$ cat src/sv/nrth_pkg.sv
// Shared types, register codes and the microprogram for the nearest-hit core.
// Used by nrth_ctrl, nrth_dp and nearest_ray_triangle_hit_core; no dependencies.
package nrth_pkg;

    localparam int COORD_WIDTH_DEF = 32;
    localparam int FRAC_BITS_DEF   = 16;
    localparam int W               = 128;  // internal two's complement word
    localparam int AW              = 6;    // scratch memory address width
    localparam int PCW             = 7;
    localparam int LOAD_CNT        = 16;   // slots filled before the program runs
    localparam int DIST_W          = 31;

    localparam logic [PCW-1:0] PC_LAST = 7'd75;

    // configuration register indexes
    localparam logic [2:0] CFG_ORIGIN_X = 3'd0;
    localparam logic [2:0] CFG_ORIGIN_Y = 3'd1;
    localparam logic [2:0] CFG_ORIGIN_Z = 3'd2;
    localparam logic [2:0] CFG_DIR_X    = 3'd3;
    localparam logic [2:0] CFG_DIR_Y    = 3'd4;
    localparam logic [2:0] CFG_DIR_Z    = 3'd5;
    localparam logic [2:0] CFG_EPSILON  = 3'd6;
    localparam logic [2:0] CFG_MAX_DIST = 3'd7;

    // scratch slots; 0..15 are filled in order by the load phase
    localparam logic [AW-1:0] S_AX = 6'd0,  S_AY = 6'd1,  S_AZ = 6'd2;
    localparam logic [AW-1:0] S_BX = 6'd3,  S_BY = 6'd4,  S_BZ = 6'd5;
    localparam logic [AW-1:0] S_CX = 6'd6,  S_CY = 6'd7,  S_CZ = 6'd8;
    localparam logic [AW-1:0] S_OX = 6'd9,  S_OY = 6'd10, S_OZ = 6'd11;
    localparam logic [AW-1:0] S_DX = 6'd12, S_DY = 6'd13, S_DZ = 6'd14;
    localparam logic [AW-1:0] S_EPS = 6'd15;
    localparam logic [AW-1:0] S_E1X = 6'd16, S_E1Y = 6'd17, S_E1Z = 6'd18;
    localparam logic [AW-1:0] S_E2X = 6'd19, S_E2Y = 6'd20, S_E2Z = 6'd21;
    localparam logic [AW-1:0] S_PX = 6'd22,  S_PY = 6'd23,  S_PZ = 6'd24;
    localparam logic [AW-1:0] S_SX = 6'd25,  S_SY = 6'd26,  S_SZ = 6'd27;
    localparam logic [AW-1:0] S_QX = 6'd28,  S_QY = 6'd29,  S_QZ = 6'd30;
    localparam logic [AW-1:0] S_T1 = 6'd31,  S_T2 = 6'd32,  S_DET = 6'd33;
    localparam logic [AW-1:0] S_DABS = 6'd34, S_UN = 6'd35, S_VN = 6'd36;
    localparam logic [AW-1:0] S_TN = 6'd37,  S_TQ = 6'd38,  S_T3 = 6'd39;

    typedef enum logic [4:0] {
        OP_SUB, OP_ADD, OP_MUL, OP_ABS, OP_NEGIF, OP_SHL2F, OP_SHLF, OP_SARF,
        OP_DIV, OP_REJ_ZLTU, OP_REJ_NEG, OP_REJ_LTS, OP_REJ_NLTS, OP_REJ_LIM,
        OP_BESTX, OP_BESTY, OP_BESTZ, OP_BESTD
    } t_op;

    typedef enum logic [2:0] {
        ST_IDLE, ST_LOAD, ST_READ, ST_EXEC, ST_WAIT, ST_FINISH
    } t_state;

    typedef struct packed {
        t_op           op;
        logic [AW-1:0] dst;
        logic [AW-1:0] a;
        logic [AW-1:0] b;
    } t_instr;

    typedef struct packed {
        logic          capture;
        logic          load;
        logic [3:0]    load_sel;
        logic          exec;
        t_op           op;
        logic [AW-1:0] dst;
        logic [AW-1:0] ra;
        logic [AW-1:0] rb;
        logic          emit;
    } t_cmd;

    typedef struct packed {
        logic reject;
        logic unit_done;
        logic last;
        logic out_free;
    } t_status;

    function automatic logic is_multi(input t_op op);
        return (op == OP_MUL) || (op == OP_DIV);
    endfunction

    function automatic t_instr mk(input t_op op, input logic [AW-1:0] d,
                                  input logic [AW-1:0] a, input logic [AW-1:0] b);
        t_instr r;
        r.op = op; r.dst = d; r.a = a; r.b = b;
        return r;
    endfunction

    function automatic t_instr prog(input logic [PCW-1:0] pc);
        t_instr r;
        case (pc)
            7'd0:  r = mk(OP_SUB, S_E1X, S_BX, S_AX);
            7'd1:  r = mk(OP_SUB, S_E1Y, S_BY, S_AY);
            7'd2:  r = mk(OP_SUB, S_E1Z, S_BZ, S_AZ);
            7'd3:  r = mk(OP_SUB, S_E2X, S_CX, S_AX);
            7'd4:  r = mk(OP_SUB, S_E2Y, S_CY, S_AY);
            7'd5:  r = mk(OP_SUB, S_E2Z, S_CZ, S_AZ);
            7'd6:  r = mk(OP_MUL, S_T1, S_DY, S_E2Z);
            7'd7:  r = mk(OP_MUL, S_T2, S_DZ, S_E2Y);
            7'd8:  r = mk(OP_SUB, S_PX, S_T1, S_T2);
            7'd9:  r = mk(OP_MUL, S_T1, S_DZ, S_E2X);
            7'd10: r = mk(OP_MUL, S_T2, S_DX, S_E2Z);
            7'd11: r = mk(OP_SUB, S_PY, S_T1, S_T2);
            7'd12: r = mk(OP_MUL, S_T1, S_DX, S_E2Y);
            7'd13: r = mk(OP_MUL, S_T2, S_DY, S_E2X);
            7'd14: r = mk(OP_SUB, S_PZ, S_T1, S_T2);
            7'd15: r = mk(OP_MUL, S_T1, S_E1X, S_PX);
            7'd16: r = mk(OP_MUL, S_T2, S_E1Y, S_PY);
            7'd17: r = mk(OP_ADD, S_T1, S_T1, S_T2);
            7'd18: r = mk(OP_MUL, S_T2, S_E1Z, S_PZ);
            7'd19: r = mk(OP_ADD, S_DET, S_T1, S_T2);
            7'd20: r = mk(OP_ABS, S_DABS, S_DET, S_DET);
            7'd21: r = mk(OP_SHL2F, S_T3, S_EPS, S_EPS);
            7'd22: r = mk(OP_REJ_ZLTU, S_T3, S_DABS, S_T3);
            7'd23: r = mk(OP_SUB, S_SX, S_OX, S_AX);
            7'd24: r = mk(OP_SUB, S_SY, S_OY, S_AY);
            7'd25: r = mk(OP_SUB, S_SZ, S_OZ, S_AZ);
            7'd26: r = mk(OP_MUL, S_T1, S_SX, S_PX);
            7'd27: r = mk(OP_MUL, S_T2, S_SY, S_PY);
            7'd28: r = mk(OP_ADD, S_T1, S_T1, S_T2);
            7'd29: r = mk(OP_MUL, S_T2, S_SZ, S_PZ);
            7'd30: r = mk(OP_ADD, S_T1, S_T1, S_T2);
            7'd31: r = mk(OP_NEGIF, S_UN, S_T1, S_T1);
            7'd32: r = mk(OP_REJ_NEG, S_T3, S_UN, S_UN);
            7'd33: r = mk(OP_REJ_LTS, S_T3, S_DABS, S_UN);
            7'd34: r = mk(OP_MUL, S_T1, S_SY, S_E1Z);
            7'd35: r = mk(OP_MUL, S_T2, S_SZ, S_E1Y);
            7'd36: r = mk(OP_SUB, S_QX, S_T1, S_T2);
            7'd37: r = mk(OP_MUL, S_T1, S_SZ, S_E1X);
            7'd38: r = mk(OP_MUL, S_T2, S_SX, S_E1Z);
            7'd39: r = mk(OP_SUB, S_QY, S_T1, S_T2);
            7'd40: r = mk(OP_MUL, S_T1, S_SX, S_E1Y);
            7'd41: r = mk(OP_MUL, S_T2, S_SY, S_E1X);
            7'd42: r = mk(OP_SUB, S_QZ, S_T1, S_T2);
            7'd43: r = mk(OP_MUL, S_T1, S_DX, S_QX);
            7'd44: r = mk(OP_MUL, S_T2, S_DY, S_QY);
            7'd45: r = mk(OP_ADD, S_T1, S_T1, S_T2);
            7'd46: r = mk(OP_MUL, S_T2, S_DZ, S_QZ);
            7'd47: r = mk(OP_ADD, S_T1, S_T1, S_T2);
            7'd48: r = mk(OP_NEGIF, S_VN, S_T1, S_T1);
            7'd49: r = mk(OP_REJ_NEG, S_T3, S_VN, S_VN);
            7'd50: r = mk(OP_ADD, S_T3, S_UN, S_VN);
            7'd51: r = mk(OP_REJ_LTS, S_T3, S_DABS, S_T3);
            7'd52: r = mk(OP_MUL, S_T1, S_E2X, S_QX);
            7'd53: r = mk(OP_MUL, S_T2, S_E2Y, S_QY);
            7'd54: r = mk(OP_ADD, S_T1, S_T1, S_T2);
            7'd55: r = mk(OP_MUL, S_T2, S_E2Z, S_QZ);
            7'd56: r = mk(OP_ADD, S_T1, S_T1, S_T2);
            7'd57: r = mk(OP_NEGIF, S_TN, S_T1, S_T1);
            7'd58: r = mk(OP_MUL, S_T1, S_EPS, S_DABS);
            7'd59: r = mk(OP_SHLF, S_T2, S_TN, S_TN);
            7'd60: r = mk(OP_REJ_NLTS, S_T3, S_T1, S_T2);
            7'd61: r = mk(OP_DIV, S_TQ, S_T2, S_DABS);
            7'd62: r = mk(OP_REJ_LIM, S_T3, S_TQ, S_TQ);
            7'd63: r = mk(OP_MUL, S_T1, S_DX, S_TQ);
            7'd64: r = mk(OP_SARF, S_T1, S_T1, S_T1);
            7'd65: r = mk(OP_ADD, S_T1, S_OX, S_T1);
            7'd66: r = mk(OP_BESTX, S_T3, S_T1, S_T1);
            7'd67: r = mk(OP_MUL, S_T1, S_DY, S_TQ);
            7'd68: r = mk(OP_SARF, S_T1, S_T1, S_T1);
            7'd69: r = mk(OP_ADD, S_T1, S_OY, S_T1);
            7'd70: r = mk(OP_BESTY, S_T3, S_T1, S_T1);
            7'd71: r = mk(OP_MUL, S_T1, S_DZ, S_TQ);
            7'd72: r = mk(OP_SARF, S_T1, S_T1, S_T1);
            7'd73: r = mk(OP_ADD, S_T1, S_OZ, S_T1);
            7'd74: r = mk(OP_BESTZ, S_T3, S_T1, S_T1);
            7'd75: r = mk(OP_BESTD, S_T3, S_TQ, S_TQ);
            default: r = mk(OP_BESTD, S_T3, S_TQ, S_TQ);
        endcase
        return r;
    endfunction

endpackage

$ cat src/sv/nrth_ctrl.sv
// Sequencer for the nearest-hit core: walks the microprogram in nrth_pkg.
// Depends on nrth_pkg; drives nrth_dp through t_cmd and reads t_status.
module nrth_ctrl (
    input  logic              i_clk,
    input  logic              i_rst_n,
    input  logic              i_valid,
    output logic              o_ready,
    input  nrth_pkg::t_status i_status,
    output nrth_pkg::t_cmd    o_cmd
);

    nrth_pkg::t_state r_state, n_state;
    logic [nrth_pkg::PCW-1:0] r_pc, n_pc;
    logic [3:0] r_cnt, n_cnt;
    nrth_pkg::t_instr ins;

    assign ins = nrth_pkg::prog(r_pc);

    always_ff @(posedge i_clk) begin
        if (!i_rst_n) begin
            r_state <= nrth_pkg::ST_IDLE;
            r_pc    <= '0;
            r_cnt   <= '0;
        end else begin
            r_state <= n_state;
            r_pc    <= n_pc;
            r_cnt   <= n_cnt;
        end
    end

    always_comb begin
        n_state        = r_state;
        n_pc           = r_pc;
        n_cnt          = r_cnt;
        o_ready        = 1'b0;
        o_cmd.capture  = 1'b0;
        o_cmd.load     = 1'b0;
        o_cmd.load_sel = r_cnt;
        o_cmd.exec     = 1'b0;
        o_cmd.op       = ins.op;
        o_cmd.dst      = ins.dst;
        o_cmd.ra       = ins.a;
        o_cmd.rb       = ins.b;
        o_cmd.emit     = 1'b0;
        case (r_state)
            nrth_pkg::ST_IDLE: begin
                o_ready = 1'b1;
                if (i_valid) begin
                    o_cmd.capture = 1'b1;
                    n_cnt   = '0;
                    n_state = nrth_pkg::ST_LOAD;
                end
            end
            nrth_pkg::ST_LOAD: begin
                o_cmd.load = 1'b1;
                n_cnt = r_cnt + 4'd1;
                if (r_cnt == 4'(nrth_pkg::LOAD_CNT - 1)) begin
                    n_pc    = '0;
                    n_state = nrth_pkg::ST_READ;
                end
            end
            nrth_pkg::ST_READ: n_state = nrth_pkg::ST_EXEC;
            nrth_pkg::ST_EXEC: begin
                o_cmd.exec = 1'b1;
                if (nrth_pkg::is_multi(ins.op)) begin
                    n_state = nrth_pkg::ST_WAIT;
                end else if (i_status.reject || r_pc == nrth_pkg::PC_LAST) begin
                    n_state = nrth_pkg::ST_FINISH;
                end else begin
                    n_pc    = r_pc + 7'd1;
                    n_state = nrth_pkg::ST_READ;
                end
            end
            nrth_pkg::ST_WAIT: begin
                if (i_status.unit_done) begin
                    n_pc    = r_pc + 7'd1;
                    n_state = nrth_pkg::ST_READ;
                end
            end
            nrth_pkg::ST_FINISH: begin
                // if last, hold here until the output register is free
                if (!i_status.last) begin
                    n_state = nrth_pkg::ST_IDLE;
                end else if (i_status.out_free) begin
                    o_cmd.emit = 1'b1;
                    n_state    = nrth_pkg::ST_IDLE;
                end
            end
            default: n_state = nrth_pkg::ST_IDLE;
        endcase
    end

`ifndef ASSERT_OFF
    a_load_exec_excl: assert property (@(posedge i_clk) disable iff (!i_rst_n)
        !(o_cmd.load && (o_cmd.exec || o_cmd.emit)))
        else $error("load overlaps execute or emit");
    a_accept_loads: assert property (@(posedge i_clk) disable iff (!i_rst_n)
        (r_state == nrth_pkg::ST_IDLE && i_valid) |=> r_state == nrth_pkg::ST_LOAD)
        else $error("accepted triangle did not start loading");
    a_emit_free: assert property (@(posedge i_clk) disable iff (!i_rst_n)
        o_cmd.emit |-> (i_status.out_free && i_status.last))
        else $error("emit without free output or last flag");
    a_wait_multi: assert property (@(posedge i_clk) disable iff (!i_rst_n)
        (r_state == nrth_pkg::ST_WAIT) |-> nrth_pkg::is_multi(ins.op))
        else $error("waiting on a single-cycle op");
`endif

endmodule

$ cat config.mk
export PLATFORM = sky130hd
export DESIGN_NAME = nrth_ctrl
export DESIGN_NICKNAME = d
export VERILOG_FILES = /design/src/sv/nrth_pkg.sv /design/src/sv/nrth_ctrl.sv
export SDC_FILE = /design/constraint.sdc
export NUM_CORES = 1
export LEC_CHECK = 0
export BUFFER_PORTS_ARGS = -buffer_cell sky130_fd_sc_hd__clkbuf_2
export CAP_MARGIN = 10
export CORE_AREA = 2 2 80 82
export DETAILED_ROUTE_END_ITERATION = 10
export DIE_AREA = 0 0 82 84
export PLACE_DENSITY = 0.84
export SLEW_MARGIN = 20
export SYNTH_ARGS = -nofsm -noshare
export SYNTH_HDL_FRONTEND = slang
export SYNTH_SLANG_ARGS = --single-unit
$ cat constraint.sdc
create_clock -name i_clk -period 4.5 [get_ports i_clk]
set_input_delay 0 -clock i_clk [delete_from_list [all_inputs] [get_ports i_clk]]
set_output_delay 0 -clock i_clk [all_outputs]
set_load 0.1 [all_outputs]
* Word-level counts from Yosys, hierarchy flattened *
Memories as Yosys holds them, arrays and structs flattened. A register that Yosys moved wholly into a read port is not among the register bits.
Cells that the tools add are included.

cells by class
  mux-type cells = 25
  add/subtract/negate cells = 2
  reductions and logical operators = 8
  equal/unequal tests = 15

operators with widths
  kind                                                                   count
  7-bit 2-to-1 mux                                                       6
  3-bit 2-to-1 mux                                                       7
  7-bit case mux with 3 select lines                                     1
  3-bit case mux with 6 select lines                                     1
  2-bit != test, second input constant                                   5
  1-bit 2-to-1 mux                                                       8
  4-bit case mux with 2 select lines                                     1
  7-bit by 1-bit adder with 7-bit output, second input constant          1
  7-bit equality test, second input constant                             1
  3-bit by 2-bit equality test with 1-bit output, second input constant  2
  3-bit equality test, second input constant                             2
  5-bit by 2-bit equality test with 1-bit output, second input constant  1
  5-bit by 4-bit equality test with 1-bit output, second input constant  1
  5-bit AND reduction                                                    1
  4-bit by 1-bit adder with 4-bit output, second input constant          1
  4-bit equality test, second input constant                             1
  4-bit 2-to-1 mux                                                       1
  4-bit AND reduction                                                    1
  3-bit by 1-bit equality test with 1-bit output, second input constant  1
  3-bit logical NOT                                                      1
  3-bit != test, second input constant                                   1
  3-bit nonzero test                                                     1
  1-bit logical OR                                                       2
  2-bit AND reduction                                                    1
  2-bit nonzero test                                                     1

word-level totals
  memories = 1
  input bits = 7
  flip-flop bits (word level) = 14
  memory bits (read-only) = 2944

memory list
  name             words  width  rd ports  clocked after memory_dff  wr ports  RTL line        RTL
  (no name shown)  128    23     1         1                         0         nrth_pkg.sv:90  case (pc)

* Longest topological paths before layout *
Gate-level depths: netlist (run 1).

  depth after elaboration = 7
  depth in mapped cells = 16
  depth with buffers taken out = 13

* Worst setup path after synthesis (run 1) *
OpenSTA, ideal clock, no wires.

  path kind = flip-flop to flip-flop
  start point = register r_state[0]
  end point = register r_cnt[3]
  setup time = 0.127 ns
  path slack = 0.255 ns
  clock period less this slack = 4.245 ns
  path buffers = 1
  arrival time = 4.118 ns
  cell stages (with the launch flop) = 9
  required time = 4.373 ns
  path through = dfxtp_1 > clkbuf_1 > nor3_1 > nand2_1 > inv_1 > nor2_1 > a21o_1 > a21oi_1 > nor2_1

on the way
  word-level cells in the longest chain between the ends = 3

ends and longest elaborated chain
  what                                                                                        RTL line         RTL
  start, declared                                                                             nrth_ctrl.sv:12  nrth_pkg::t_state r_state, n_state;
  start signal, assigned                                                                      nrth_ctrl.sv:21  r_state <= nrth_pkg::ST_IDLE;
  start signal, assigned                                                                      nrth_ctrl.sv:25  r_state <= n_state;
  3-bit by 1-bit equality test with 1-bit output / 3-bit logical NOT (equally long branches)  nrth_ctrl.sv:45  case (r_state)
  2-bit nonzero test (no line) / 2-bit != test (equally long branches)                        -
  2-bit AND reduction (no line)                                                               -
  end signal, assigned                                                                        nrth_ctrl.sv:27  r_cnt <= n_cnt;
  end, declared                                                                               nrth_ctrl.sv:14  logic [3:0] r_cnt, n_cnt;

Parallel ways exist; a longest one is shown, timed or not.
A chain may end at the register's enable or synchronous reset.

* Worst setup path in the final report (run 1) *
  start point = register r_pc[0] in the netlist's numbering
  end point = register, netlist name ins[13]

on the way
  word-level cells in the longest chain between the ends = 6

ends and longest elaborated chain
  what                                                                                  RTL line                                           RTL
  start, declared                                                                       nrth_ctrl.sv:13                                    logic [nrth_pkg::PCW-1:0] r_pc, n_pc;
  start signal, assigned                                                                nrth_ctrl.sv:26                                    r_pc <= n_pc;
  7-bit by 1-bit adder with 7-bit output / 7-bit equality test (equally long branches)  nrth_ctrl.sv:70, nrth_ctrl.sv:76, nrth_ctrl.sv:67
  7-bit 2-to-1 mux / 1-bit logical OR (equally long branches)                           nrth_ctrl.sv:67                                    end else if (i_status.reject || r_pc == nrth_pkg::PC_LAST) begin
  7-bit 2-to-1 mux / 2-bit != test (equally long branches)                              -
  7-bit case mux with 3 select lines / 5-bit AND reduction (equally long branches)      -
  7-bit 2-to-1 mux (no line) (*) (2 in series)                                          -

Every way passes the cells marked *; elsewhere a longest branch is shown, timed or not. The select of a mux whose other input is x is not followed.

==> results.txt, run 1 <==
Clock transition at path regs -> 90 ps
vias in the first global route -> 4159
H-Tree Depth -> 2
ANT cells -> 0
worst relative slew slack -> 0.3620
Switching Power -> 0.0004823 W
outcome -> finished clean
std cell rows -> 29
Placed Instance Area -> 0.003760 mm^2
Worst VDD drop -> 0.2656 mV
Die ar. -> 0.006888 mm^2
syn avg cell area -> 6.869 um^2
class of the worst hold path -> in -> reg
required time worst endpoint -> 4700 ps
Synth warnings -> 0
Slew Limit Fails -> 0
Post-synth EDFFs -> 0
Sw Ratio -> 0.4208
pwr dens -> 294.1 mW/mm^2
CTS root buffer -> clkbuf_8
most frequent cell after synthesis -> nand2_1
P_int -> 0.0006640 W
initial antenna violation count -> 0
end-of-flow core utilization -> 0.6394
Top FF cell, synth -> dfxtp_1
Reg power frac -> 0.318
TritonCTS clock tree -> yes
Nets -> 550
area of the mapped netlist -> 0.003531 mm^2
slack of the critical path -> 352.0 ps
Leak -> 1.584 nW
Worst setup EP type -> flip-flop
maximum clock path buffer count -> 2
setup TNS -> 0 ps
Max Freq -> 0.2411 GHz
share of layout cells above drive strength 1 -> 0.1461
Die X -> 82 um
DRC marker count from the first detailed-route iteration -> 1098
post-cts sizing count -> 0
# setup viols final -> 0
Tightest Pin Transition -> 953.5 ps
largest net degree at the start of global routing -> 35
commonest cells in the netlist -> nand2_1 (63), nor2_1 (50), a21oi_1 (48)
RSZ-0062 raised after global routing -> false
dominant cell type by area after synthesis -> dfxtp_1
synthesized flop and latch total -> 37
Die H -> 84 um
CTS buffer count -> 5
Syn-to-layout area delta -> 10.38%
Final ANT Viol Nets -> 0
total power -> 0.001146 W
DP Worst Slack -> 508.2 ps
crit path DAT -> 4340 ps
top cell type's share of synthesized area -> 0.2098
IO buf count -> 38
Boundary Pins -> 39
peak fanout along the critical path -> 16
Final Skew -> 8.131 ps
top post-synthesis cells by area -> dfxtp_1 (21%), a21oi_1 (6.8%), nand2_1 (6.7%)
cts hold-fix bufs -> 0
setup bufs post-CTS -> 0
wire per inst -> 24.81 um
Cell variety after synth -> 71
Pre-Repair DR Iteration Count -> 9
Hold Vio Cnt, Final -> 0
first-pass GRT wire length -> 23.00 mm
core area -> 0.006096 mm^2
Clock power frac -> 0.323
Crit Path Class -> reg -> reg
crit path launch type -> flip-flop
Async SR Flop Fraction -> 0
routed wire length -> 15.16 mm
Comb power frac -> 0.359
Maximum Capacitance Violations -> 0
grt total ovfl -> 0
sequential element share of the synthesized area -> 0.2098
vias post-DR -> 4647
RePlAce Congestion -> 1.090
Finished Cell Area -> 0.003897 mm^2
vias per inst -> 7.606
Post-DP HPWL -> 10.91 mm
GRT Total Usage -> 0.4452
synthesized instance count -> 514
initial core utilization -> 0.5792
syn nets -> 531
Clock Latency Late Sink -> 320 ps
post-route minimum period -> 4148 ps
clk sink count -> 37
fin crit share -> 0.9218
DRC viols -> 0
cells in the final DEF (no fill, tap or decap), types with 7 or more instances in the layout:
master	n
buf_4	17
clkbuf_2	38
a211oi_1	12
inv_1	13
nor2_1	50
a211o_1	7
a21oi_1	48
o21ai_0	33
nand2_1	63
o22ai_1	8
a31oi_1	15
dfxtp_1	37
nor3_1	23
o211ai_1	14
nand3_1	18
ha_1	10
sequential cells by signal (all words and copies together) (netlist names):
signal / flops
r_cnt: 4
r_state: 3
r_pc: 7
ins: 23
critical path, stage by stage, from the launching register on:
cell       delay [ps]
dfxtp_1           350
ha_1              250
nor2b_1           170
a41o_1            370
a211oi_4          460
a32o_1            450
nand2_1           260
ha_1              600
nor2_1            350
nor3_1             80
a311oi_1          290
a21oi_1            70
o2111ai_1         340
per-stage QoR:
step / hold slack, ps / std cells
2_1_floorplan: 223.4 / 514
3_3_place_gp: 362.3 / 603
3_5_place_dp: 357.8 / 603
4_1_cts: 33.34 / 611
5_1_grt: 64.99 / 611
6_report: 20.64 / 611
final cells by class:
type	count	area [um^2]
well taps	77	96.34
repair buffers	55	317.8
flip-flops and latches	37	740.7
multi-input cells	418	2545
clock inverters	3	68.82
inverters	16	60.06
fillers	583	2198
clock buffers	5	68.82
metal layers:
| metal | track usage | vias up | share of wire |
|---|---|---|---|
| met3 | 0.1310 | 134 | 0.16 |
| li1 | - | 1972 | - |
| met2 | 0.6349 | 458 | 0.41 |
| met5 | 0 | - | 0 |
| met4 | 0.2970 | 0 | 0.085 |
| met1 | 0.5679 | 2083 | 0.35 |
final timing paths:
check / cells past startpoint / slack, ps / endpoint / start
worst max-delay path: 12 / 350 / ins[13]$_SDFF_PP1_ / r_pc[0]$_SDFFE_PN0N_
worst min-delay path: 4 / 20 / r_cnt[1]$_SDFFE_PN0P_ / i_valid
worst max register to register: 12 / 350 / ins[13]$_SDFF_PP1_ / r_pc[0]$_SDFFE_PN0N_
worst min register to register: 2 / 520 / r_cnt[1]$_SDFFE_PN0P_ / r_cnt[1]$_SDFFE_PN0P_
cell families (layout without fill, tap and decap cells):
kind of cell / after synthesis / after routing / share of synthesized area
AO/OA/AOI/OAI: 209 / 209 / 0.4135
AND/OR/NAND/NOR: 195 / 195 / 0.2587
buffers and inverters: 59 / 79 / 0.07052
flip-flops: 37 / 37 / 0.2098
adder cells (fa/ha/maj): 10 / 10 / 0.03544
XOR/XNOR: 2 / 2 / 0.004962
multiplexers: 2 / 2 / 0.007086
power by group through the flow:
stage	Combinational [W]	Clock (W)	Sequential, W
after floorplan	0.000289	0	0.000410
after global placement	0.000397	0	0.000370
after detailed placement	0.000402	0	0.000372
after CTS	0.000403	0.000366	0.000365
after global routing	0.000435	0.000375	0.000368
final	0.000411	0.000370	0.000365
No activity file was read; power rests on OpenSTA's default activity.
==> run 2, diff against run 1 <==
--- a/config.mk
+++ b/config.mk
@@ -12,2 +12,3 @@
 export DIE_AREA = 0 0 82 84
+export HOLD_SLACK_MARGIN = 0.05
 export PLACE_DENSITY = 0.84
--- a/constraint.sdc
+++ b/constraint.sdc
@@ -3,2 +3,2 @@
 set_output_delay 0 -clock i_clk [all_outputs]
-set_load 0.1 [all_outputs]
+set_load 0.01 [all_outputs]
==> run 2 against run 1 <==
Against the previous run: power is 11% lower; critical path depth unchanged; hold slack better by 280 ps; flip-flop and latch count unchanged; register-to-register slack worse by 20 ps; wire length rose by 0.37%; critical path type unchanged.
==> results.txt, run 2 (synthesized netlist as in run 1, its figures left out) <==
outcome -> finished clean
Hold Vio Cnt, Final -> 0
Tightest Pin Transition -> 974.6 ps
# setup viols final -> 0
CTS root buffer -> clkbuf_8
DRC viols -> 0
P_int -> 0.0006649 W
Worst Setup SP -> r_pc[0]$_SDFFE_PN0N_
vias post-DR -> 4683
most frequent cells in the layout -> nand2_1 (63), nor2_1 (50), a21oi_1 (48)
wire per inst -> 24.86 um
class of the worst hold path -> in -> out
routed wire length -> 15.21 mm
setup bufs post-CTS -> 0
Clock transition at path regs -> 90 ps
Clock Latency Late Sink -> 310 ps
Final Skew -> 9.916 ps
Die H -> 84 um
DP Worst Slack -> 508.2 ps
crit-path cells -> ha_1, nor2b_1, a41o_1, a211oi_4, a32o_1, nand2_1, ha_1, nor2_1, nor3_1, a311oi_1, a21oi_1, o2111ai_1
post-cts sizing count -> 0
Die ar. -> 0.006888 mm^2
Sw Ratio -> 0.3455
std cell rows -> 29
vias in the first global route -> 4171
Pre-Repair DR Iteration Count -> 11
total power -> 0.001016 W
Boundary Pins -> 39
peak fanout along the critical path -> 16
largest net degree at the start of global routing -> 35
Reg power frac -> 0.359
Worst Hold Depth -> 4
cts hold-fix bufs -> 1
Comb power frac -> 0.278
Final ANT Viol Nets -> 0
post-route minimum period -> 4166 ps
max reg flops -> 23
Nets -> 551
FF-to-FF path depth -> 12
IO buf count -> 38
Clock power frac -> 0.363
DRC marker count from the first detailed-route iteration -> 949
clk sink count -> 37
setup TNS -> 0 ps
Post-DP HPWL -> 10.91 mm
Switching Power -> 0.0003509 W
CP dominant cell by count -> ha_1
end-of-flow core utilization -> 0.6410
RePlAce Congestion -> 1.090
share of layout cells above drive strength 1 -> 0.1458
CTS buffer count -> 5
vias per inst -> 7.652
FF-to-FF End -> ins[13]$_SDFF_PP1_
worst relative slew slack -> 0.3468
Worst setup EP type -> flip-flop
first-pass GRT wire length -> 23.03 mm
commonest non-fill, non-tap cell in the layout -> nand2_1
Leak -> 1.588 nW
slack of the critical path -> 333.6 ps
H-Tree Depth -> 2
Worst Path Buf+Inv -> 0
Min-Delay Startpoint -> i_status[0]
required time worst endpoint -> 4690 ps
crit path launch type -> flip-flop
Die X -> 82 um
GRT Total Usage -> 0.4457
worst hold endpoint -> o_cmd[0]
Syn-to-layout area delta -> 10.67%
grt total ovfl -> 0
initial antenna violation count -> 0
TritonCTS clock tree -> yes
Worst path slowest cell -> ha_1
fin crit share -> 0.9259
Maximum Capacitance Violations -> 0
Worst VDD drop -> 0.2114 mV
Slew Limit Fails -> 0
CP peak stage delay -> 600 ps
maximum clock path buffer count -> 2
ANT cells -> 0
Top delay family on crit path -> compound AO/OA/AOI/OAI gates
Max Freq -> 0.2400 GHz
core area -> 0.006096 mm^2
Crit Path Class -> reg -> reg
RSZ-0062 raised after global routing -> false
Placed Instance Area -> 0.003760 mm^2
crit path DAT -> 4360 ps
initial core utilization -> 0.5792
r2r setup slk -> 330 ps
pwr dens -> 260.0 mW/mm^2
Finished Cell Area -> 0.003908 mm^2
Worst R2R Start -> r_pc[0]$_SDFFE_PN0N_
==> run 2: cell count changes in the layout (fill, tap and decap cells not counted) <==
cell           delta
dlygate4sd3_1     +1
==> run 2: metal layers <==
metal | share of wire | vias to the layer above | track usage | wire length (um)
met1 | 0.36 | 2123 | 0.5679 | 5461
met3 | 0.15 | 121 | 0.1310 | 2266
met5 | 0 | - | 0 | 0
li1 | - | 1981 | - | -
met4 | 0.077 | 0 | 0.2970 | 1175
met2 | 0.41 | 458 | 0.6364 | 6308
==> run 2: worst max-delay path by stage <==
stage | endpoint | slack, ps | cells past startpoint
after global placement | ins[12]$_SDFF_PP1_ | 620 | 12
after detailed placement | ins[13]$_SDFF_PP1_ | 510 | 12
after floorplan | ins[14]$_SDFF_PP1_ | 840 | 15
final | ins[13]$_SDFF_PP1_ | 330 | 12
after CTS | ins[13]$_SDFF_PP1_ | 490 | 12
after global routing | ins[12]$_SDFF_PP1_ | 180 | 12
==> run 2: worst register-to-register path, cell delays in order, from the launching register on <==
cell and delay, ps:
dfxtp_1 360, ha_1 250, nor2b_1 170, a41o_1 370
a211oi_4 460, a32o_1 450, nand2_1 260, ha_1 600
nor2_1 360, nor3_1 80, a311oi_1 300, a21oi_1 70
o2111ai_1 340
==> run 2: per-stage QoR <==
step	hold WS (ps)	cells
after floorplan	102.6	514
after global placement	291.0	603
after detailed placement	298.4	603
after CTS	289.0	612
after global routing	328.7	612
final	297.4	612
==> run 2: cell type report <==
type	count	area [um^2]
repair buffers	56	327.8
multi-input cells	418	2545
fillers	582	2188
flip-flops and latches	37	740.7
clock buffers	5	68.82
well taps	77	96.34
clock inverters	3	68.82
inverters	16	60.06
==> run 2: power groups by stage <==
stage / Combinational [W] / Clock, W / Sequential [W]
after global placement: 0.000268 / 0 / 0.000370
final: 0.000283 / 0.000368 / 0.000365
after detailed placement: 0.000272 / 0 / 0.000372
after floorplan: 0.000208 / 0 / 0.000361
after global routing: 0.000306 / 0.000375 / 0.000368
after CTS: 0.000274 / 0.000366 / 0.000365
